===== src/hw/rtl/sdr_pkg.sv =====
// Package for the signed divide/remainder block.
// Holds the data width, the channel payload types and the pipeline stage type.
// No dependencies.
package sdr_pkg;

   localparam int DATA_WIDTH = 32;

   localparam logic MODE_QUOTIENT  = 1'b0;
   localparam logic MODE_REMAINDER = 1'b1;

   typedef struct packed {
      logic                         mode;
      logic signed [DATA_WIDTH-1:0] dividend;
      logic signed [DATA_WIDTH-1:0] divisor;
   } req_type;

   typedef struct packed {
      logic signed [DATA_WIDTH-1:0] result;
      logic                         divide_by_zero;
   } rsp_type;

   // One item in flight through the divider array. acc starts as the dividend
   // magnitude and fills with quotient bits from the bottom as it shifts out.
   typedef struct packed {
      logic                  mode;
      logic                  neg_a;
      logic                  neg_b;
      logic                  dz;
      logic [DATA_WIDTH-1:0] ub;
      logic [DATA_WIDTH-1:0] rem;
      logic [DATA_WIDTH-1:0] acc;
   } stage_type;

endpackage


===== src/hw/rtl/sdr_cell.sv =====
// One restoring shift-subtract step of the divider array, with its stage register.
// Depends on sdr_pkg.
module sdr_cell import sdr_pkg::*; (
   input  logic      clock,
   input  logic      reset,
   input  logic      in_valid,
   output logic      in_ready,
   input  stage_type in_data,
   output logic      out_valid,
   input  logic      out_ready,
   output stage_type out_data
);

   logic              valid_ff;
   stage_type         data_ff;
   stage_type         data_in;
   logic [DATA_WIDTH:0] shifted;
   logic [DATA_WIDTH:0] diff;
   logic              take;
   logic              load;

   assign in_ready = !valid_ff || out_ready;
   assign load     = in_valid && in_ready;

   // For a nonzero divisor the partial remainder stays below the divisor, so the
   // shifted value fits and the top bit of the difference is the borrow.
   assign shifted = {in_data.rem, in_data.acc[DATA_WIDTH-1]};
   assign diff    = shifted - {1'b0, in_data.ub};
   assign take    = !diff[DATA_WIDTH];

   always_comb begin
      data_in     = in_data;
      data_in.rem = take ? diff[DATA_WIDTH-1:0] : shifted[DATA_WIDTH-1:0];
      data_in.acc = {in_data.acc[DATA_WIDTH-2:0], take};
   end

   always_ff @(posedge clock) begin
      if (reset) begin
         valid_ff <= 1'b0;
      end else if (in_ready) begin
         valid_ff <= in_valid;
      end
   end

   always_ff @(posedge clock) begin
      if (load) begin
         data_ff <= data_in;
      end
   end

   assign out_valid = valid_ff;
   assign out_data  = data_ff;

   a_rem_below_divisor: assert property (@(posedge clock) disable iff (reset)
      valid_ff && !data_ff.dz |-> data_ff.rem < data_ff.ub)
      else $error("partial remainder not below divisor");

endmodule


===== config.mk =====
export PLATFORM = sky130hd
export DESIGN_NAME = sdr_cell
export DESIGN_NICKNAME = d
export VERILOG_FILES = /design/src/hw/rtl/sdr_pkg.sv /design/src/hw/rtl/sdr_cell.sv
export SDC_FILE = /design/constraint.sdc
export NUM_CORES = 1
export LEC_CHECK = 0
export BUFFER_PORTS_ARGS = -buffer_cell sky130_fd_sc_hd__buf_2
export CAP_MARGIN = 20
export CORE_MARGIN = 5
export CORE_UTILIZATION = 50
export DETAILED_ROUTE_END_ITERATION = 8
export HOLD_SLACK_MARGIN = 0.06
export PLACE_DENSITY = 0.83
export REMOVE_ABC_BUFFERS = 1
export SYNTH_ARGS = -nofsm -noshare
export SYNTH_HDL_FRONTEND = slang
export SYNTH_SLANG_ARGS = --single-unit
export TNS_END_PERCENT = 100

===== constraint.sdc =====
create_clock -name clock -period 7.7 [get_ports clock]
set_input_delay 0.77 -clock clock [delete_from_list [all_inputs] [get_ports clock]]
set_output_delay 0.77 -clock clock [all_outputs]
set_load 0.02 [all_outputs]

==> metrics.json <==
{
  "synth": {
    "async_flop_share": 0,
    "yosys-mux-area-fraction": 0.0511,
    "syn_area_um2": 5480,
    "post_synthesis_sequential_element_count": 101,
    "synth-main-ff-cell": "edfxtp_1",
    "synth_compound_area_frac": 0.144,
    "synth_fa_ha_area_frac": 0.0767,
    "synth-seq-area-share": 0.551,
    "number_of_synthesized_flops_with_an_enable_pin": 100,
    "synthCells": 465,
    "yosysWarningCount": 0,
    "yosysUniqueCellTypes": 52,
    "synth_top_family_by_area": "compound AO/OA/AOI/OAI gates",
    "syn-mean-instance-area_um2": 11.8,
    "synth_xor_xnor_area_share": 0.0383,
    "synth_simple_gate_area_share": 0.0965
  },
  "clock_tree": {
    "clock_insertion_delay_worst_skew_ps": 380,
    "cts.reportedPaths.clkPinSlew_ps": 110,
    "cts_max_path_buffers": 2,
    "root_buffer": "clkbuf_8",
    "cts_repair_resize_count": 0,
    "cts-hold-fix-buffers": 0,
    "postCtsSetupBuffers": 0,
    "clock_tree_from_tritoncts": "done",
    "tritoncts.num_buffers": 9,
    "tritoncts_num_sinks": 101,
    "clock_tree.htree_level_count": 3
  },
  "sta": {
    "timing.max_slew.rel_slack": 0.467,
    "achievable-frequency_ghz": 0.257,
    "holdWs_ps": 531,
    "finalClockSkew_ps": 12.4,
    "finalCritPeriodShare": 0.505,
    "finalSetupViolCount": 0,
    "worst_slew_pin_slew_ps": 799,
    "shortest_clock_period_the_worst_path_allows_after_layout_ps": 3890,
    "finalMaxSlewViolations": 0,
    "final.setup.tns_ps": 0,
    "final-hold-violation-count": 0,
    "grt_setup_unrepaired": "false"
  },
  "detailed_routing": {
    "via_count": 4321,
    "post_drt_wl_per_cell_um": 17.8,
    "drt_drc_violations_left": 0,
    "dr.pass1.iters": 4,
    "route.antenna.remaining_nets": 0,
    "first_iter_violations": 320,
    "route.detailed.vias_per_inst": 5.33,
    "routed_wirelength_um": 14400
  },
  "cells_and_area": {
    "share_of_cells_above_drive_strength_1": 0.366,
    "nNetsFinal": 802,
    "num_antenna_cells": 0,
    "area_growth_syn_to_fin_pct": 24.6,
    "final_cell_count_no_fill": 810
  },
  "floorplan": {
    "floorplan.initialDensity": 0.508,
    "chipWidth_um": 115,
    "die_height_um": 115,
    "core_region_area_um2": 10800,
    "fp.dieArea_um2": 13200,
    "fp-row-count": 38,
    "ioPinCount": 206
  },
  "global_route": {
    "first_global_vias": 4420,
    "grt_first_pass_wirelength_um": 22300,
    "grt-ovfl-total": 0,
    "global_route.usage.total": 0.215,
    "grt_antenna_before_repair": 0,
    "grt_max_degree": 66
  },
  "worst_hold_path": {
    "cell_count_of_the_worst_hold_path": 2,
    "worst_hold_startpoint": "reset",
    "timing.hold.worst.class": "input pin to flop"
  },
  "worst_setup_path": {
    "worst-r2r-cell-count": 3,
    "worstSetupStartpointType": "input pin",
    "timing.critical_path.to_type": "flop",
    "reg_to_reg_critical_path_startpoint": "out_valid",
    "crit_required_ps": 7830,
    "worstPathMaxFanout": 28,
    "startpoint": "in_data[47]",
    "critical_path_class": "input pin to flop",
    "timing.critical_path.arrival_ps": 4010
  },
  "place": {
    "dp_cells": 794,
    "io_buffer_count": 205,
    "dp_hpwl_um": 11400,
    "place_congestion": 0.823
  },
  "power": {
    "power_density_nw_per_um2": 210,
    "power.leakage_nw": 3.15,
    "vdd.ir_drop.worst_mv": 0.0946,
    "p_total_mw": 1.43
  },
  "status": {
    "status": "completed"
  },
  "flow_run": {
    "max-cap-violations": 0
  }
}
==> routing by layer <==
| layer | up-vias | global-route usage | wire (um) |
|---|---|---|---|
| met5 | - | 0 | 0 |
| met4 | 0 | 0.0657 | 217 |
| met3 | 16 | 0.0405 | 1000 |
| met2 | 158 | 0.380 | 7200 |
| met1 | 2037 | 0.270 | 6010 |
| li1 | 2110 | - | - |
==> final timing paths <==
| check | end | slack [ps] |
|---|---|---|
| worst max-delay path | out_data[48] | 3810 |
| worst min-delay path | out_valid | 530 |
| worst max register to register | out_data[10] | 5630 |
| worst min register to register | out_valid | 560 |
==> cell type report <==
| cell class | count | area [um2] |
|---|---|---|
| Fill cell | 886 | 3960 |
| Sequential cell | 101 | 3020 |
| Multi-Input combinational cell | 307 | 2230 |
| Timing Repair Buffer | 206 | 1030 |
| Tap cell | 140 | 175 |
| Inverter | 40 | 150 |
| Clock buffer | 9 | 124 |
| Clock inverter | 7 | 97.6 |
==> cell usage in the layout, fill, tap and decap left out, drive strengths merged, types with 2 or more instances in the layout <==
master and instances:
buf 206, edfxtp 100, nand2 47, inv 45, ha 32, a21oi 32
o21ai 27, nor2 23, mux2 18, a21o 15, xnor2 15, nand3 9
xor2 9, clkbuf 9, o211ai 7, and3 6, nand2b 5, nor2b 5
o21a 5, nand4 5, o21bai 5, a211oi 4, o31ai 4, a21boi 4
nor3 3, and2 3, o2111ai 2, and4 2, a31oi 2, a41o 2
o41ai 2
==> state kept, by name, indices dropped and copies added, names as in the netlist <==
signal	flops
out_data	100
out_valid	1
==> stage by stage <==
step	instance area (um2)	setup slack, ps	util
after floorplan	5400	3850	-
after global placement	6610	3480	0.613
after detailed placement	6610	3390	0.613
after CTS	6830	3770	0.633
after global routing	6830	3600	0.633
final	6830	3810	0.633
==> logic make-up after synthesis <==
family / after synthesis
XOR/XNOR: 24
adder cells (fa/ha/maj): 33
flip-flops: 101
buffers and inverters: 57
multiplexers: 19
AND/OR/NAND/NOR: 113
AO/OA/AOI/OAI: 118
==> where the power goes <==
part           switching, mW  internal, mW  total (mW)
logic                  0.231         0.154       0.385
registers             0.0107         0.664       0.674
clock network          0.212         0.162       0.374
total                  0.454         0.980        1.43
==> synth_stat cells (all sizes together) (2+ instances only) <==
library cell	number	share of area
xor2	9	0.014
a21o	15	0.021
clkbuf	13	0.0089
and2	3	0.0034
xnor2	15	0.024
mux2	18	0.049
buf	4	0.0064
and3	6	0.0068
nor2	23	0.016
nor3	3	0.0027
a21boi	4	0.0055
nand3	9	0.0082
nand2	47	0.032
inv	40	0.027
o31ai	4	0.0055
and4	2	0.0032
nand4	5	0.0057
a41o	2	0.0037
o2111ai	2	0.0032
o211ai	7	0.012
o41ai	2	0.0032
ha	32	0.073
o21a	5	0.0068
nor2b	5	0.0057
o21bai	5	0.0068
a31oi	2	0.0023
edfxtp	100	0.55
nand2b	5	0.0057
o21ai	27	0.025
a211oi	4	0.0055
a21oi	32	0.032
==> critical path, cell delays in order <==
cell      delay, ps
buf_2           110
ha_1            410
a21oi_4         210
o211ai_1        110
a221o_1         330
a211o_1         290
o21a_1          220
o211ai_4        650
inv_2           480
mux2_4          410
Power figures use the tool's default switching activity.
