**src/hw/rtl/sdr_pkg.sv**
```systemverilog
// Package for the signed divide/remainder block.
// Holds the data width, the channel payload types and the pipeline stage type.
// No dependencies.
package sdr_pkg;

   localparam int DATA_WIDTH = 32;

   localparam logic MODE_QUOTIENT  = 1'b0;
   localparam logic MODE_REMAINDER = 1'b1;

   typedef struct packed {
      logic                         mode;
      logic signed [DATA_WIDTH-1:0] dividend;
      logic signed [DATA_WIDTH-1:0] divisor;
   } req_type;

   typedef struct packed {
      logic signed [DATA_WIDTH-1:0] result;
      logic                         divide_by_zero;
   } rsp_type;

   // One item in flight through the divider array. acc starts as the dividend
   // magnitude and fills with quotient bits from the bottom as it shifts out.
   typedef struct packed {
      logic                  mode;
      logic                  neg_a;
      logic                  neg_b;
      logic                  dz;
      logic [DATA_WIDTH-1:0] ub;
      logic [DATA_WIDTH-1:0] rem;
      logic [DATA_WIDTH-1:0] acc;
   } stage_type;

endpackage

```
**src/hw/rtl/sdr_prep.sv**
```systemverilog
// Input stage of the divider: signs, magnitudes and zero-divisor detection.
// Depends on sdr_pkg.
module sdr_prep import sdr_pkg::*; (
   input  logic      clock,
   input  logic      reset,
   input  logic      in_valid,
   output logic      in_ready,
   input  req_type   in_data,
   output logic      out_valid,
   input  logic      out_ready,
   output stage_type out_data
);

   logic      valid_ff;
   stage_type data_ff;
   stage_type data_in;
   logic      load;

   assign in_ready = !valid_ff || out_ready;
   assign load     = in_valid && in_ready;

   always_comb begin
      data_in.mode  = in_data.mode;
      data_in.neg_a = in_data.dividend[DATA_WIDTH-1];
      data_in.neg_b = in_data.divisor[DATA_WIDTH-1];
      data_in.dz    = (in_data.divisor == '0);
      // The magnitude of the most negative value is exact as an unsigned word.
      data_in.acc   = data_in.neg_a ? (DATA_WIDTH'(0) - DATA_WIDTH'(in_data.dividend))
                                    : DATA_WIDTH'(in_data.dividend);
      data_in.ub    = data_in.neg_b ? (DATA_WIDTH'(0) - DATA_WIDTH'(in_data.divisor))
                                    : DATA_WIDTH'(in_data.divisor);
      data_in.rem   = '0;
   end

   always_ff @(posedge clock) begin
      if (reset) begin
         valid_ff <= 1'b0;
      end else if (in_ready) begin
         valid_ff <= in_valid;
      end
   end

   always_ff @(posedge clock) begin
      if (load) begin
         data_ff <= data_in;
      end
   end

   assign out_valid = valid_ff;
   assign out_data  = data_ff;

endmodule

```
**config.mk**
```make
export PLATFORM = sky130hd
export DESIGN_NAME = sdr_prep
export DESIGN_NICKNAME = d
export VERILOG_FILES = /design/src/hw/rtl/sdr_pkg.sv /design/src/hw/rtl/sdr_prep.sv
export SDC_FILE = /design/constraint.sdc
export NUM_CORES = 1
export LEC_CHECK = 0
export BUFFER_PORTS_ARGS = -buffer_cell sky130_fd_sc_hd__buf_4
export CORE_ASPECT_RATIO = 1.2
export CORE_MARGIN = 2
export CORE_UTILIZATION = 51
export CTS_CLUSTER_DIAMETER = 100
export DETAILED_ROUTE_END_ITERATION = 10
export HOLD_SLACK_MARGIN = 0.02
export PLACE_DENSITY = 0.92
export SLEW_MARGIN = 20
export SYNTH_ARGS = -nofsm -noshare
export SYNTH_HDL_FRONTEND = slang
export SYNTH_SLANG_ARGS = --single-unit
```
**constraint.sdc**
```tcl
create_clock -name clock -period 5.5 [get_ports clock]
set_input_delay 0.825 -clock clock [delete_from_list [all_inputs] [get_ports clock]]
set_output_delay 0.825 -clock clock [all_outputs]
set_load 0.005 [all_outputs]
```
==> results of run 1 <==
[layout make-up]
class | instances | area (µm²) | area share [%]
clock buffers | 14 | 163 | 3.27
repair buffers | 139 | 1040 | 21.0
inverters | 7 | 26.3 | 0.528
well taps | 90 | 113 | 2.26
clock inverters | 2 | 10.0 | 0.201
multi-input cells | 222 | 1560 | 31.3
flip-flops and latches | 69 | 2060 | 41.5
[Yosys cell counts, types with 7 or more instances]
cell,number,area share (%)
buf_4,32,6.3
clkbuf_1,9,0.89
edfxtp_1,68,54
nand2_1,16,1.6
nand2b_1,7,1.1
nor3_1,9,1.2
nor4_1,8,1.3
o21ai_0,14,1.8
o31ai_1,18,3.5
o41ai_1,18,4.1
xnor2_1,58,13
[sequential cells by signal, summed over array words and instances (netlist names)]
| register | count |
|---|---|
| out_data | 68 |
| out_valid | 1 |
[cells by family after synthesis]
group	after synthesis
AOI/OAI and AO/OA	56
xor gates and xnor gates	58
and+or+nand+nor	72
adders and majority gates	4
DFF	69
buffers and inverters	50
other	1
[worst max path at each step]
stage / from / endpoint / slack [ns] / cells after the start
detailed placement: in_data[11] / out_data[90] / 2.50 / 5
finish: in_data[11] / out_data[93] / 2.79 / 5
floorplan: out_ready / out_data[0] / 2.48 / 2
CTS: in_data[11] / out_data[91] / 2.83 / 5
global route: in_data[6] / out_data[93] / 2.66 / 5
global placement: in_data[6] / out_data[90] / 2.62 / 5
[stage by stage]
step / cells / worst slack [ns] / hold WS, ns
floorplan: 341 / 2.48 / 0.522
global placement: 527 / 2.62 / 0.493
detailed placement: 527 / 2.50 / 0.513
CTS: 543 / 2.83 / 0.522
global route: 543 / 2.66 / 0.569
finish: 543 / 2.79 / 0.521
[tightest hold or removal path: stages, from the launching register on]
cell and delay (ns):
dfxtp_1 0.31, nand2b_1 0.10, a21oi_1 0.07
[layer usage]
metal | routed length, µm | up-vias | GRT usage [%] | share of wire [%]
met3 | 709 | 22 | 5.61 | 8.1
met2 | 4700 | 145 | 39.1 | 54
met5 | 0 | - | 0 | 0
met4 | 180 | 0 | 9.08 | 2.1
li1 | - | 1379 | - | -
met1 | 3190 | 1384 | 22.9 | 36
[report_power, final]
group          total [mW]  switching [mW]  internal (mW)
clock network       0.364           0.177          0.188
registers           0.644          0.0113          0.632
logic               0.229           0.109          0.120
total                1.24           0.297          0.939
==> results.sh, run 1 <==
export IMPL_floorplan_initialDensity_pct=52.7
export IMPL_drtPass1Iterations=4
export IMPL_final_cell_mix="buf_4, edfxtp_1, xnor2_1, conb_1"
export IMPL_clk_pin_slew_ns=0.07
export IMPL_slew_headroom_pct=43.0
export IMPL_viasPerCell=5.40
export IMPL_min_period_ns=2.71
export IMPL_rrSetupSlack_ns=3.87
export IMPL_endpoint_kind="flop"
export IMPL_clockBufferDepth=2
export IMPL_grt_max_degree=69
export IMPL_required_ns=5.56
export IMPL_rsz0062_at_grt="false"
export IMPL_cts_root_buf="clkbuf_8"
export IMPL_syn_inst=310
export IMPL_dp_hpwl_mm=6.68
export IMPL_drt_iter0_markers=106
export IMPL_hold_buffers=0
export IMPL_post_cts_buffers=0
export IMPL_crit_path_max_incr_delay_ns=0.65
export IMPL_synth_fa_ha_area_share_pct=1.31
export IMPL_cts_htree_levels=3
export IMPL_rows=34
export IMPL_synth_seq_area_share_pct=54.1
export IMPL_tns_ns=0
export IMPL_ys_ff_latch=69
export IMPL_dieArea_um2=8180
export IMPL_ff2ff_path_depth=3
export IMPL_synthXorXnorAreaFrac_pct=13.3
export IMPL_r2r_start="out_valid"
export IMPL_grt_first_pass_wirelength_mm=14.0
export IMPL_io_pins=171
export IMPL_grt_usage_pct=21.3
export IMPL_synth_compound_area_share_pct=10.9
export IMPL_place_congestion=0.833
export IMPL_coreArea_um2=7230
export IMPL_synthSimpleGateAreaFrac_pct=12.1
export IMPL_syn_area_per_cell_um2=12.3
export IMPL_wl_per_cell_um=16.2
export IMPL_cp_arrival_ns=2.77
export IMPL_cts_tree="yes"
export IMPL_whs_path_depth=2
export IMPL_total_power_mw=1.24
export IMPL_max_freq_ghz=0.369
export IMPL_worst_pin_slew_ns=0.856
export IMPL_drv_slew=0
export IMPL_postCtsResizedCells=0
export IMPL_drt_wl_total_mm=8.78
export IMPL_grt_pass1_vias=2959
export IMPL_crit_family="simple AND/OR/NAND/NOR gates"
export IMPL_synthArstFlopShare_pct=0
export IMPL_cellPowerDensity_nw_per_um2=249
export IMPL_gr_total_overflow=0
export IMPL_cts_buffers=9
export IMPL_io_buffers=138
export IMPL_critPathKind="primary input to flop"
export IMPL_peakVddDrop_mv=0.150
export IMPL_die_w_um=82.9
export IMPL_cellLeakagePower_nw=1.90
export IMPL_hold_viol_final=0
export IMPL_drive_gt1_share_pct=36.0
export IMPL_min_path_type="flop to flop"
export IMPL_slowest_stage="o41ai_1"
export IMPL_path_cells="buf_4 -> nor4_1 -> nand4b_1 -> o41ai_1 -> xnor2_1"
export IMPL_worstHoldStart="out_valid"
export IMPL_nets=521
export IMPL_ys_types=36
export IMPL_route_vias_total=2930
export IMPL_antenna_found_initial=0
export IMPL_cp_num_buf_inv=1
export IMPL_skew_ns=0.00851
export IMPL_ys_flop_type="edfxtp_1"
export IMPL_cap_violations=0
export IMPL_area_growth_pct=30.5
export IMPL_post_route_drc_count=0
export IMPL_finalCritPeriodShare_pct=49.2
export IMPL_path_max_fanout=17
export IMPL_muxShareOfSynthArea_pct=0
export IMPL_start_kind="primary input"
export IMPL_utilization_pct=68.8
export IMPL_finalSetupViolCount=0
export IMPL_final_common_cell="buf_4"
export IMPL_min_to="out_valid"
export IMPL_fin_area_um2=4970
export IMPL_r2r_end="out_data[22]"
export IMPL_clock_latency_ns=0.33
export IMPL_fillers=511
export IMPL_synth_edf_count=68
export IMPL_synth_top_family_by_area="XOR/XNOR gates"
export IMPL_n_antenna_cell=0
export IMPL_syn_area_um2=3810
export IMPL_cts_sinks=69
export IMPL_ant_nets=0
export IMPL_status="complete, no violations"
export IMPL_die_h_um=98.7
export IMPL_synth_yosys_warnings=0
export IMPL_dpl_cell_area_um2=4800
Power figures use the tool's default switching activity.
==> inputs of run 2 (changes only) <==
Settings changed: CORE_UTILIZATION 51 to 48, PLACE_DENSITY 0.92 to 0.87.
Clock period 5.5 ns to 2.75 ns, I/O delays scaled along.
==> results.sh, run 2 (synthesized netlist as in run 1, its figures left out) <==
export IMPL_status="complete, no violations"
export IMPL_cts_root_buf="clkbuf_8"
export IMPL_final_common_cell="buf_4"
export IMPL_slew_headroom_pct=53.9
export IMPL_rsz0062_at_grt="false"
export IMPL_netSwitchingFraction_pct=24.3
export IMPL_start_kind="primary input"
export IMPL_numPlacedInstances=533
export IMPL_grt_usage_pct=20.6
export IMPL_io_pins=171
export IMPL_pwr_share_clk_pct=28.6
export IMPL_clk_pin_slew_ns=0.07
export IMPL_io_buffers=138
export IMPL_clock_latency_ns=0.32
export IMPL_power_switching_mw=0.595
export IMPL_path_cells="buf_4 -> nor4_1 -> nand4b_4 -> o41ai_1 -> xnor2_1"
export IMPL_cp_arrival_ns=2.05
export IMPL_cts_buffers=9
export IMPL_critPathKind="primary input to flop"
export IMPL_required_ns=2.82
export IMPL_skew_ns=0.00775
export IMPL_peakVddDrop_mv=0.278
export IMPL_grt_pass1_vias=2938
export IMPL_finalSetupViolCount=0
export IMPL_seqCellArea_um2=2060
export IMPL_endpoint_kind="flop"
export IMPL_slowest_stage="nor4_1"
export IMPL_multi_input_area_um2=1560
export IMPL_drive_gt1_share_pct=36.3
export IMPL_utilization_pct=65.0
export IMPL_finalCritPeriodShare_pct=72.0
export IMPL_floorplan_initialDensity_pct=49.4
export IMPL_dpl_cell_area_um2=4840
export IMPL_rows=35
export IMPL_drtPass1Iterations=4
export IMPL_min_period_ns=1.98
export IMPL_nets=525
export IMPL_worst_pin_slew_ns=0.686
export IMPL_cap_violations=0
export IMPL_fin_worst_hold_slack_ns=0.231
export IMPL_drv_slew=0
export IMPL_n_antenna_cell=0
export IMPL_final_cells=549
export IMPL_fillers=608
export IMPL_p_int_mw=1.86
export IMPL_place_congestion=0.811
export IMPL_cellPowerDensity_nw_per_um2=490
export IMPL_dieArea_um2=8670
export IMPL_grt_max_degree=69
export IMPL_drt_iter0_markers=124
export IMPL_post_cts_buffers=0
export IMPL_gr_total_overflow=0
export IMPL_cellLeakagePower_nw=1.92
export IMPL_post_route_drc_count=0
export IMPL_coreArea_um2=7710
export IMPL_drt_wl_total_mm=8.99
export IMPL_antenna_found_initial=0
export IMPL_cts_htree_levels=3
export IMPL_cts_sinks=69
export IMPL_die_h_um=102
export IMPL_hold_buffers=0
export IMPL_cts_tree="yes"
export IMPL_path_max_fanout=17
export IMPL_fin_area_um2=5010
export IMPL_max_freq_ghz=0.505
export IMPL_clockBufferDepth=2
export IMPL_tns_ns=0
export IMPL_largest_register_ffs=68
export IMPL_crit_path_max_incr_delay_ns=0.54
export IMPL_die_w_um=85.3
export IMPL_seq_power_share_pct=52.4
export IMPL_final_cell_mix="buf_4, edfxtp_1, xnor2_1, conb_1"
export IMPL_postCtsResizedCells=0
export IMPL_wl_per_cell_um=16.4
export IMPL_ant_nets=0
export IMPL_min_path_type="primary input to flop"
export IMPL_dp_hpwl_mm=6.83
export IMPL_hold_viol_final=0
export IMPL_combPwrFrac_pct=19.0
export IMPL_grt_first_pass_wirelength_mm=14.1
export IMPL_viasPerCell=5.42
export IMPL_route_vias_total=2975
export IMPL_area_growth_pct=31.4
[run 2: routing by layer]
| layer | global-route usage, % | up-vias | share of wire, % |
|---|---|---|---|
| met4 | 7.33 | 0 | 0.89 |
| met2 | 38.4 | 150 | 55 |
| met3 | 4.97 | 8 | 7.7 |
| met5 | 0 | - | 0 |
| li1 | - | 1386 | - |
| met1 | 22.9 | 1431 | 37 |
[run 2: through the flow]
stage          setup slack, ns  power [mW]
2_1_floorplan            0.142        1.53
3_3_place_gp             0.500        1.76
3_5_place_dp             0.453        1.78
4_1_cts                  0.805        2.48
5_1_grt                  0.693        2.57
6_report                 0.770        2.45
[run 2: critical path: cells and delay by family]
| kind | cells | cell delay [ns] |
|---|---|---|
| buffers and inverters | 1 | 0.12 |
| and+or+nand+nor | 2 | 0.88 |
| xor gates and xnor gates | 1 | 0.12 |
| AOI/OAI and AO/OA | 1 | 0.51 |
[run 2: final cells by class]
class	instances	share of cell area, %
well taps	92	2.30
inverters	7	0.525
flip-flops and latches	69	41.2
clock inverters	2	0.200
repair buffers	143	21.7
multi-input cells	222	31.1
clock buffers	14	3.05
[run 2: power groups by stage]
stage          Combinational, mW  Clock (mW)  Sequential [mW]
6_report                   0.466       0.702             1.29
4_1_cts                    0.467       0.725             1.29
3_5_place_dp               0.466           0             1.31
3_3_place_gp               0.450           0             1.31
2_1_floorplan              0.207           0             1.32
5_1_grt                    0.507       0.768             1.29
[run 2: final timing paths]
kind               start            to  slack, ns  depth (start not counted)
max          in_data[41]  out_data[30]       0.77                          5
min                reset     out_valid       0.23                          2
max reg2reg    out_valid   out_data[1]       1.46                          3
min reg2reg    out_valid     out_valid       0.53                          2
