## config.mk

```make
export PLATFORM = sky130hd
export DESIGN_NAME = sdr_post
export DESIGN_NICKNAME = d
export VERILOG_FILES = /design/src/hw/rtl/sdr_pkg.sv /design/src/hw/rtl/sdr_post.sv
export SDC_FILE = /design/constraint.sdc
export NUM_CORES = 1
export LEC_CHECK = 0
export BUFFER_PORTS_ARGS = -buffer_cell sky130_fd_sc_hd__buf_4
export CELL_PAD_IN_SITES_DETAIL_PLACEMENT = 0
export CELL_PAD_IN_SITES_GLOBAL_PLACEMENT = 2
export CORE_MARGIN = 3
export CORE_UTILIZATION = 28
export CTS_CLUSTER_DIAMETER = 30
export DETAILED_ROUTE_END_ITERATION = 16
export PLACE_DENSITY_LB_ADDON = 0.1
export SLEW_MARGIN = 5
export SYNTH_ARGS = -nofsm -noshare
export SYNTH_HDL_FRONTEND = slang
export SYNTH_SLANG_ARGS = --single-unit
```

## constraint.sdc

```tcl
create_clock -name clock -period 4.3 [get_ports clock]
set_clock_uncertainty 0.1 [all_clocks]
set_input_delay 0.86 -clock clock [delete_from_list [all_inputs] [get_ports clock]]
set_output_delay 0.86 -clock clock [all_outputs]
set_load 0.01 [all_outputs]
```

## src/hw/rtl/sdr_pkg.sv

```systemverilog
// Package for the signed divide/remainder block.
// Holds the data width, the channel payload types and the pipeline stage type.
// No dependencies.
package sdr_pkg;

   localparam int DATA_WIDTH = 32;

   localparam logic MODE_QUOTIENT  = 1'b0;
   localparam logic MODE_REMAINDER = 1'b1;

   typedef struct packed {
      logic                         mode;
      logic signed [DATA_WIDTH-1:0] dividend;
      logic signed [DATA_WIDTH-1:0] divisor;
   } req_type;

   typedef struct packed {
      logic signed [DATA_WIDTH-1:0] result;
      logic                         divide_by_zero;
   } rsp_type;

   // One item in flight through the divider array. acc starts as the dividend
   // magnitude and fills with quotient bits from the bottom as it shifts out.
   typedef struct packed {
      logic                  mode;
      logic                  neg_a;
      logic                  neg_b;
      logic                  dz;
      logic [DATA_WIDTH-1:0] ub;
      logic [DATA_WIDTH-1:0] rem;
      logic [DATA_WIDTH-1:0] acc;
   } stage_type;

endpackage

```

## src/hw/rtl/sdr_post.sv

```systemverilog
// Output stage of the divider: sign correction, mode select and the result register.
// Depends on sdr_pkg.
module sdr_post import sdr_pkg::*; (
   input  logic      clock,
   input  logic      reset,
   input  logic      in_valid,
   output logic      in_ready,
   input  stage_type in_data,
   output logic      out_valid,
   input  logic      out_ready,
   output rsp_type   out_data
);

   logic    valid_ff;
   rsp_type data_ff;
   rsp_type data_in;
   logic    load;

   assign in_ready = !valid_ff || out_ready;
   assign load     = in_valid && in_ready;

   always_comb begin
      data_in.divide_by_zero = in_data.dz;
      if (in_data.dz) begin
         data_in.result = '0;
      end else if (in_data.mode == MODE_REMAINDER) begin
         data_in.result = in_data.neg_a ? (DATA_WIDTH'(0) - in_data.rem) : in_data.rem;
      end else begin
         // The most negative dividend over minus one wraps back to itself.
         data_in.result = (in_data.neg_a ^ in_data.neg_b) ?
                          (DATA_WIDTH'(0) - in_data.acc) : in_data.acc;
      end
   end

   always_ff @(posedge clock) begin
      if (reset) begin
         valid_ff <= 1'b0;
      end else if (in_ready) begin
         valid_ff <= in_valid;
      end
   end

   always_ff @(posedge clock) begin
      if (load) begin
         data_ff <= data_in;
      end
   end

   assign out_valid = valid_ff;
   assign out_data  = data_ff;

   a_zero_divisor_result: assert property (@(posedge clock) disable iff (reset)
      valid_ff && data_ff.divide_by_zero |-> data_ff.result == '0)
      else $error("zero divisor must give a zero result");

   a_remainder_sign: assert property (@(posedge clock) disable iff (reset)
      load && in_data.mode == MODE_REMAINDER && !in_data.dz |=>
         data_ff.result == '0 || data_ff.result[DATA_WIDTH-1] == $past(in_data.neg_a))
      else $error("remainder sign differs from dividend sign");

endmodule
```

==> results list, run 1 <==
* Reg clk slew, reported paths: 0.07 ns
- The worst setup path is captured at a flop.
- The critical path is of the in2reg type.
- DRC viols: 0
* Die area: 11500 um^2
- The clock tree synthesis step divided the H-tree into 2 levels.
* Mean number of vias per cell: 5.08
- Counting every net in the synthesized netlist gives 412.
- Number of rows created at floorplan: 36
- For this run, the number of Yosys warnings is 0.
- Tcrit/Tclk final: 0.695
* Maximum number of pins on one net before global-route repair: 34
- In this run the most used layer during global routing was met1.
- #FFs+latches synth: 34
- In the global route stage, overall resource usage came out at 0.156.
- For met3 alone, demand over resource in global routing was 0.0204.
- Clock root buffer: sky130_fd_sc_hd__clkbuf_8
* Worst VDD drop: 0.000104 V
- The pre-antenna-repair detailed-routing pass consisted of 4 iterations.
- TritonCTS built the clock tree.
- Final Instance Area: 3890 um^2
- Placed Instances: 531
- Highest clock rate: 335 MHz
- At the end of routability-driven placement, the weighted congestion stood at 0.752.
- Initial core utilization: 0.291
* Cell types with the largest area share after synthesis: sky130_fd_sc_hd__edfxtp_1 (34%), sky130_fd_sc_hd__xor2_1 (13%), sky130_fd_sc_hd__o41ai_1 (4.3%)
- CTS-repair resized insts: 0
* Required time of the critical path: 4.20 ns
* Proportion of power drawn by flip-flops and latches: 0.416
* Synthesis-to-finish area growth: 35.2%
* Count of buffers added by post-CTS timing repair for setup: 0
* Average cell area after synthesis: 9.40 um^2
* Share of total power consumed by net switching: 0.305
- For this run, global-route usage on met1 was measured as 0.250.
- Counting instances in the post-synthesis netlist gives the leading cell types as sky130_fd_sc_hd__xor2_1 (44), sky130_fd_sc_hd__edfxtp_1 (33), sky130_fd_sc_hd__nor2_1 (25).
- Netlist area before placement: 2880 um^2
* Number of nets in the final layout: 511
- In the global route stage, met2 resource usage came out at 0.218.
* Placeable Area: 9860 um^2
* Avg WL per Cell: 17.1 um
- Leaving out filler cells and counting taps, the final layout contains 539.
- Prior to clock tree synthesis, the placed netlist has a worst setup slack of 1.06 ns.
* Distinct cell type count of the synthesized netlist: 46
* Global route overflow: 0
- The worst setup path is launched from an input pin.
* Setup repair after global routing missed its margin: no
* Cell count after synthesis: 306
- Number of fill cells in the layout: 1018
- # Max-Cap Violations: 0
- Setup slack on the critical path of the routed design comes to 1.31 ns.
- The final layout contains routed wiring with a total length of 9200 um.
- The signal on the critical path passes through buf_4 -> inv_1 -> ha_1 -> nor3b_1 -> nand4b_2 -> o41ai_1 -> xor2_1 -> o22ai_1.
- The largest single stage delay on the critical path is 0.46 ns.
* Top cell type by total area after synthesis: sky130_fd_sc_hd__edfxtp_1
* EDFF count, synth: 33
- For this design, the slowest cell found on the critical path is sky130_fd_sc_hd__o41ai_1.
- Combinational Power Share: 0.337
- For this design, the CTS-stage hold fixing added 0 buffers.
- Sequential-to-total area share from yosys stat: 0.352
- In this run the cell area measured after placement is 3800 um^2.
- Floorplan die width: 107 um
* Count of boundary I/O pins: 139
* Switching Power: 298 uW
- For this run, asynchronously set or reset flops after synthesis account for 0.
* Power density over the cells: 252 nW/um^2
- Result of the run: finished clean
- sky130_fd_sc_hd__xor2_1 is the most common cell in the netlist.
* Post-detailed-placement half-perimeter wirelength: 7240 um
- Max-slew headroom at the worst pin: 0.448
* Ys flop type: sky130_fd_sc_hd__edfxtp_1
* Sum of internal, switching and leakage power: 978 uW
- Cell internal power was estimated by the tool at 680 uW.
- Setup violations remaining at the end of the flow were counted as 0.
- The share of synthesized area in the top cell type comes to 0.345.
* Number of buffers inserted during clock tree synthesis: 5
* Diode insertion count for antenna repair: 0
- The path class of the tightest hold or removal check is reg2reg.
- Count of pins over their slew limit: 0
* Total Negative Setup Slacks: 0 ns
- For the pin with the worst max-slew slack, the measured transition is 0.827 ns.
* Input/output buffers: 106
- Layout cell share with drive strength beyond 1: 0.323
- The longest clock path from root to sink contains 2 buffers.
- Total clock sinks: 34
- In this run the static leakage power is 0.00153 uW.
* Hold Violations, Final: 0
* Vias: 2737
- Vert. Die Dim: 107 um
* Number of global-route vias before repair: 2519
- Along the worst path, the maximum fanout reaches 9.
* Initial antenna violation count: 0
* Minimum period implied by the final worst setup slack: 2.99 ns
- Clock power share: 0.247
* Residual antenna-violating net count after detailed routing: 0
* DR iter-0 viols: 105
* Worst path arrival time: 2.89 ns
* First-pass GRT wire length: 14000 um
- The clock reaches the later pin of the worst-skew pair after 0.28 ns.
[final timing paths]
path / startpoint / end / slack, ns / depth (start not counted)
max: in_data[32] / out_data[21]$_SDFFCE_PP0P_ / 1.31 / 8
min reg2reg: out_valid$_SDFFE_PP0N_ / out_valid$_SDFFE_PP0N_ / 0.43 / 2
min: out_valid$_SDFFE_PP0N_ / out_valid$_SDFFE_PP0N_ / 0.43 / 2
max reg2reg: out_valid$_SDFFE_PP0N_ / out_data[23]$_SDFFCE_PP0P_ / 2.92 / 3
[cell type report]
class                   count  area, um^2  share of cell area
clock buffers               7        86.3              0.0222
clock inverters             1        5.00             0.00129
inverters                   7        26.3             0.00676
multi-input cells         248        1770               0.456
flip-flops and latches     34        1010               0.260
well taps                 133         166              0.0428
repair buffers            109         818               0.210
[stage by stage]
stage          hold WS, ns  utilization
6_report             0.428        0.394
5_1_grt              0.465        0.394
4_1_cts              0.433        0.394
3_5_place_dp         0.422        0.385
3_3_place_gp         0.401        0.385
2_1_floorplan        0.493            -
[cell families (layout without fill, tap and decap cells)]
family	count (synthesis)	count (layout)	synth area share
XOR/XNOR	57	57	0.174
AO/OA/AOI/OAI	85	85	0.211
adder cells (fa/ha/maj)	2	2	0.00870
flip-flops	34	34	0.352
multiplexers	5	5	0.0174
AND/OR/NAND/NOR	99	99	0.206
buffers and inverters	24	124	0.0313
[power by group through the flow]
stage	sequential (uW)	combinational (uW)	clock [uW]
4_1_cts	408	332	251
3_5_place_dp	415	330	0
2_1_floorplan	430	147	0
6_report	407	330	242
3_3_place_gp	414	329	0
5_1_grt	409	361	263
[worst max-delay path, delay by kind of cell]
family	cells	cell delay [ns]
and+or+nand+nor	2	0.78
xor gates and xnor gates	1	0.27
buffers and inverters	2	0.20
AOI/OAI and AO/OA	2	0.58
adders and majority gates	1	0.19
[metal layers]
layer | wire [um] | share of wire | vias to the layer above
met1 | 4850 | 0.53 | 1248
met4 | 110 | 0.012 | 0
met3 | 481 | 0.052 | 8
met5 | 0 | 0 | -
li1 | - | - | 1383
met2 | 3760 | 0.41 | 98
[placed cells by master (no fill, tap or decap), types with 2 or more instances in the layout]
cell type                  instances
sky130_fd_sc_hd__xor2_1           44
sky130_fd_sc_hd__and3_1            2
sky130_fd_sc_hd__or3_1             3
sky130_fd_sc_hd__clkbuf_8          6
sky130_fd_sc_hd__xnor2_1          13
sky130_fd_sc_hd__nor4_2            2
sky130_fd_sc_hd__nor4_1            8
sky130_fd_sc_hd__nand3_1           5
sky130_fd_sc_hd__nand2_1          15
sky130_fd_sc_hd__edfxtp_1         33
sky130_fd_sc_hd__nand4_1           2
sky130_fd_sc_hd__inv_1             7
sky130_fd_sc_hd__o31ai_1          12
sky130_fd_sc_hd__buf_4           109
sky130_fd_sc_hd__nor3b_1           3
sky130_fd_sc_hd__o41ai_2           2
sky130_fd_sc_hd__a41oi_1           3
sky130_fd_sc_hd__nor4_4            2
sky130_fd_sc_hd__a31oi_1           7
sky130_fd_sc_hd__nor3_1            9
sky130_fd_sc_hd__o21ai_0          11
sky130_fd_sc_hd__o41ai_1          14
sky130_fd_sc_hd__a21oi_1           5
sky130_fd_sc_hd__o22ai_1          18
sky130_fd_sc_hd__o211ai_1          2
sky130_fd_sc_hd__nand2b_1          4
sky130_fd_sc_hd__nand4b_1          2
sky130_fd_sc_hd__mux2i_1           5
sky130_fd_sc_hd__or2_2             3
sky130_fd_sc_hd__nor2b_1           2
sky130_fd_sc_hd__ha_1              2
sky130_fd_sc_hd__nor2_1           25
sky130_fd_sc_hd__a211oi_1         10
sky130_fd_sc_hd__and2_1            2
[registers in the layout (all words and copies together) (netlist names)]
name / count
out_valid: 1
out_data: 33
(Power assumes the default switching activity.)
==> run 2: changes to the inputs <==
CORE_UTILIZATION = 26   (was 28)
clock period = 3 ns   (was 4.3 ns; I/O delays follow)
==> run 2 against run 1 <==
Compared with the run above: first-iteration DRC count up 24%; design area up 1.8%; sequential share of layout area shrank 0.47 points; largest power group unchanged; flip-flop and latch count is the same.
==> results list, run 2 (synthesis gave the netlist of run 1 again) <==
- The total of endpoints with negative setup slack in the final report was 0 (unchanged).
* Wire length reported by the detailed router: 9420 um (+2.4%)
- The initial antenna violation count came to 0 (unchanged).
* Global route overflow: 0 (unchanged)
- The via count of the first global-routing pass came to 2653 (+5.3%).
- Tcrit/Tclk final: 0.839
- Commonest cells after routing, fill and taps aside: sky130_fd_sc_hd__buf_4 (118), sky130_fd_sc_hd__xor2_1 (44), sky130_fd_sc_hd__edfxtp_1 (33), sky130_fd_sc_hd__nor2_1 (25), sky130_fd_sc_hd__o22ai_1 (18)
- HP Start: reset
- Crit path launch: in_data[0]
- Required time of the critical path: 2.92 ns (-1.28 ns)
* Cell breakdown of the critical path: buf_4 -> or4_4 -> or3_4 -> o41ai_2 -> xor2_1 -> o22ai_1
- Leak: 0.00157 uW (+3.0%)
* Critical path type: in2reg
- Later-pin clock latency in the skew report: 0.28 ns (about the same)
- The headroom to the max-slew limit is 0.622 (+0.174).
- The filler cell count in the final layout was 1124 (+10%).
- Grouping stages by cell kind, the critical path spends the most delay in simple AND/OR/NAND/NOR gates.
- The routability congestion estimate from global placement came to 0.841 (+12%).
- The worst-case vdd ir drop came to 0.000150 V (+45%).
- The tightest hold margin came to 0.360 ns (-0.0675 ns).
- Slew at the pin closest to its max-slew limit: 0.567 ns (-0.261 ns)
- The antenna diode count is 0 (unchanged).
* Hold-fix buffers at CTS: 0 (unchanged)
* Number of rows created at floorplan: 37 (+2.8%)
- Post-detailed-placement half-perimeter wirelength: 7520 um (+3.8%)
- Leaving out fill and tap cells, the most frequent cell in the layout is sky130_fd_sc_hd__buf_4.
* # Max-Cap Violations: 0 (unchanged)
- Placeable Area: 10600 um^2 (+7.0%)
* Vias: 2729 (-0.29%)
- Reg clk slew, reported paths: 0.07 ns (about the same)
* Critical Path Sink Type: flop
* Residual antenna-violating net count after detailed routing: 0 (unchanged)
- Max FFs per register: 33 (unchanged)
- Sum of buffers and inverters on the critical path: 1 (-1)
- Total GRT Usage: 0.150 (-0.00530)
- Count of pins over their slew limit: 0 (unchanged)
* Input/output buffers: 106 (unchanged)
- The worst setup path is launched from an input pin.
- The floorplan die height is 111 um (+3.6%).
* Clock buffer depth: 2 (unchanged)
- The effective utilization at floorplan came to 0.272 (-0.0191).
- Floorplan die width: 111 um (+3.6%)
- Mean number of vias per cell: 4.95 (-2.5%)
* Minimum period implied by the final worst setup slack: 2.52 ns
- From synthesis to final layout, the design area changed by 37.7%.
* Avg WL per Cell: 17.1 um (+0.16%)
- The number of setup buffers added after CTS came to 0 (unchanged).
- Setup repair after global routing missed its margin: no
- First-pass GRT wire length: 14800 um (+5.9%)
- Derived from the worst setup path, the maximum achievable clock frequency is 397 MHz.
- For this design, the slowest cell found on the critical path is sky130_fd_sc_hd__or4_4.
- Maximum number of pins on one net before global-route repair: 34 (unchanged)
- The highest cell delay on the worst timing path came to 0.57 ns (+0.11 ns).
- Number of buffers inserted during clock tree synthesis: 5 (unchanged)
- First-pass detailed-route iteration total: 4 (unchanged)
- The data arrival at the endpoint of the critical path was 2.44 ns (-0.45 ns).
- DR iter-0 viols: 130 (+24%)
- The peak fanout along the critical path is 5 (-4).
* Clock root buffer: sky130_fd_sc_hd__clkbuf_8
- TritonCTS built the clock tree.
- The layout cell share with drive strength beyond 1 was 0.337 (+0.0147).
- Number of H-tree levels: 2 (unchanged)
- The power per standard cell area was 357 nW/um^2 (+42%).
- Result of the run: finished clean
- The sum of negative setup slack was 0 ns (unchanged).
- The worst register-to-register path begins at out_valid$_SDFFE_PP0N_.
* Die area: 12400 um^2 (+7.3%)
- In this run the worst hold path is classified as in2reg.
* Sum of internal, switching and leakage power: 1410 uW (+45%)
- The I/O pin total came to 139 (unchanged).
- The final routed DRC violation total is 0 (unchanged).
* Hold Violations, Final: 0 (unchanged)
- Number of nets in the final layout: 520 (+1.8%)
- The post-cts sizing count was 0 (unchanged).
* Total clock sinks: 34 (unchanged)
run 2: worst reg2reg max path: stages (launching register included):
cell and delay [ns]:
sky130_fd_sc_hd__dfxtp_1 0.31, sky130_fd_sc_hd__nand2b_1 0.10, sky130_fd_sc_hd__and2_1 0.14, sky130_fd_sc_hd__buf_4 0.38
run 2: per-layer routing:
metal,global-route usage,vias up,part of all wire
met5,0,-,0
met4,0.0333,0,0.0081
met2,0.216,78,0.43
met1,0.234,1243,0.51
li1,-,1402,-
met3,0.0251,6,0.049
run 2: metrics by stage:
step / utilization / area (um^2) / setup WS [ns] / cells
global placement: 0.366 / 3870 / 0.181 / 543
CTS: 0.375 / 3960 / 0.461 / 551
finish: 0.375 / 3960 / 0.483 / 551
global route: 0.375 / 3960 / 0.302 / 551
detailed placement: 0.366 / 3870 / 0.153 / 543
floorplan: - / 2880 / 0.583 / 306
run 2: path summary, 6_finish.rpt:
check                                     to  slack [ns]  cells after the start
setup / recovery  out_data[30]$_SDFFCE_PP0P_        0.48                      6
hold / removal        out_valid$_SDFFE_PP0N_        0.36                      2
setup reg to reg  out_data[28]$_SDFFCE_PP0P_        1.62                      3
hold reg to reg       out_valid$_SDFFE_PP0N_        0.42                      2
run 2: report_power, final:
| part | switching, uW | internal (uW) | leakage [uW] |
|---|---|---|---|
| Sequential | 11.6 | 573 | 0.000337 |
| Clock | 167 | 185 | 0.0000482 |
| Combinational | 257 | 220 | 0.00119 |
| Total | 436 | 979 | 0.00157 |
run 2: final cells by class:
cell class	instances	area, um^2	share of cell area
multi-input combinational	248	1770	0.448
sequential	34	1010	0.255
timing repair buffer	118	886	0.224
tap	136	170	0.0430
clock buffer	7	86.3	0.0218
inverter	7	26.3	0.00664
clock inverter	1	5.00	0.00126
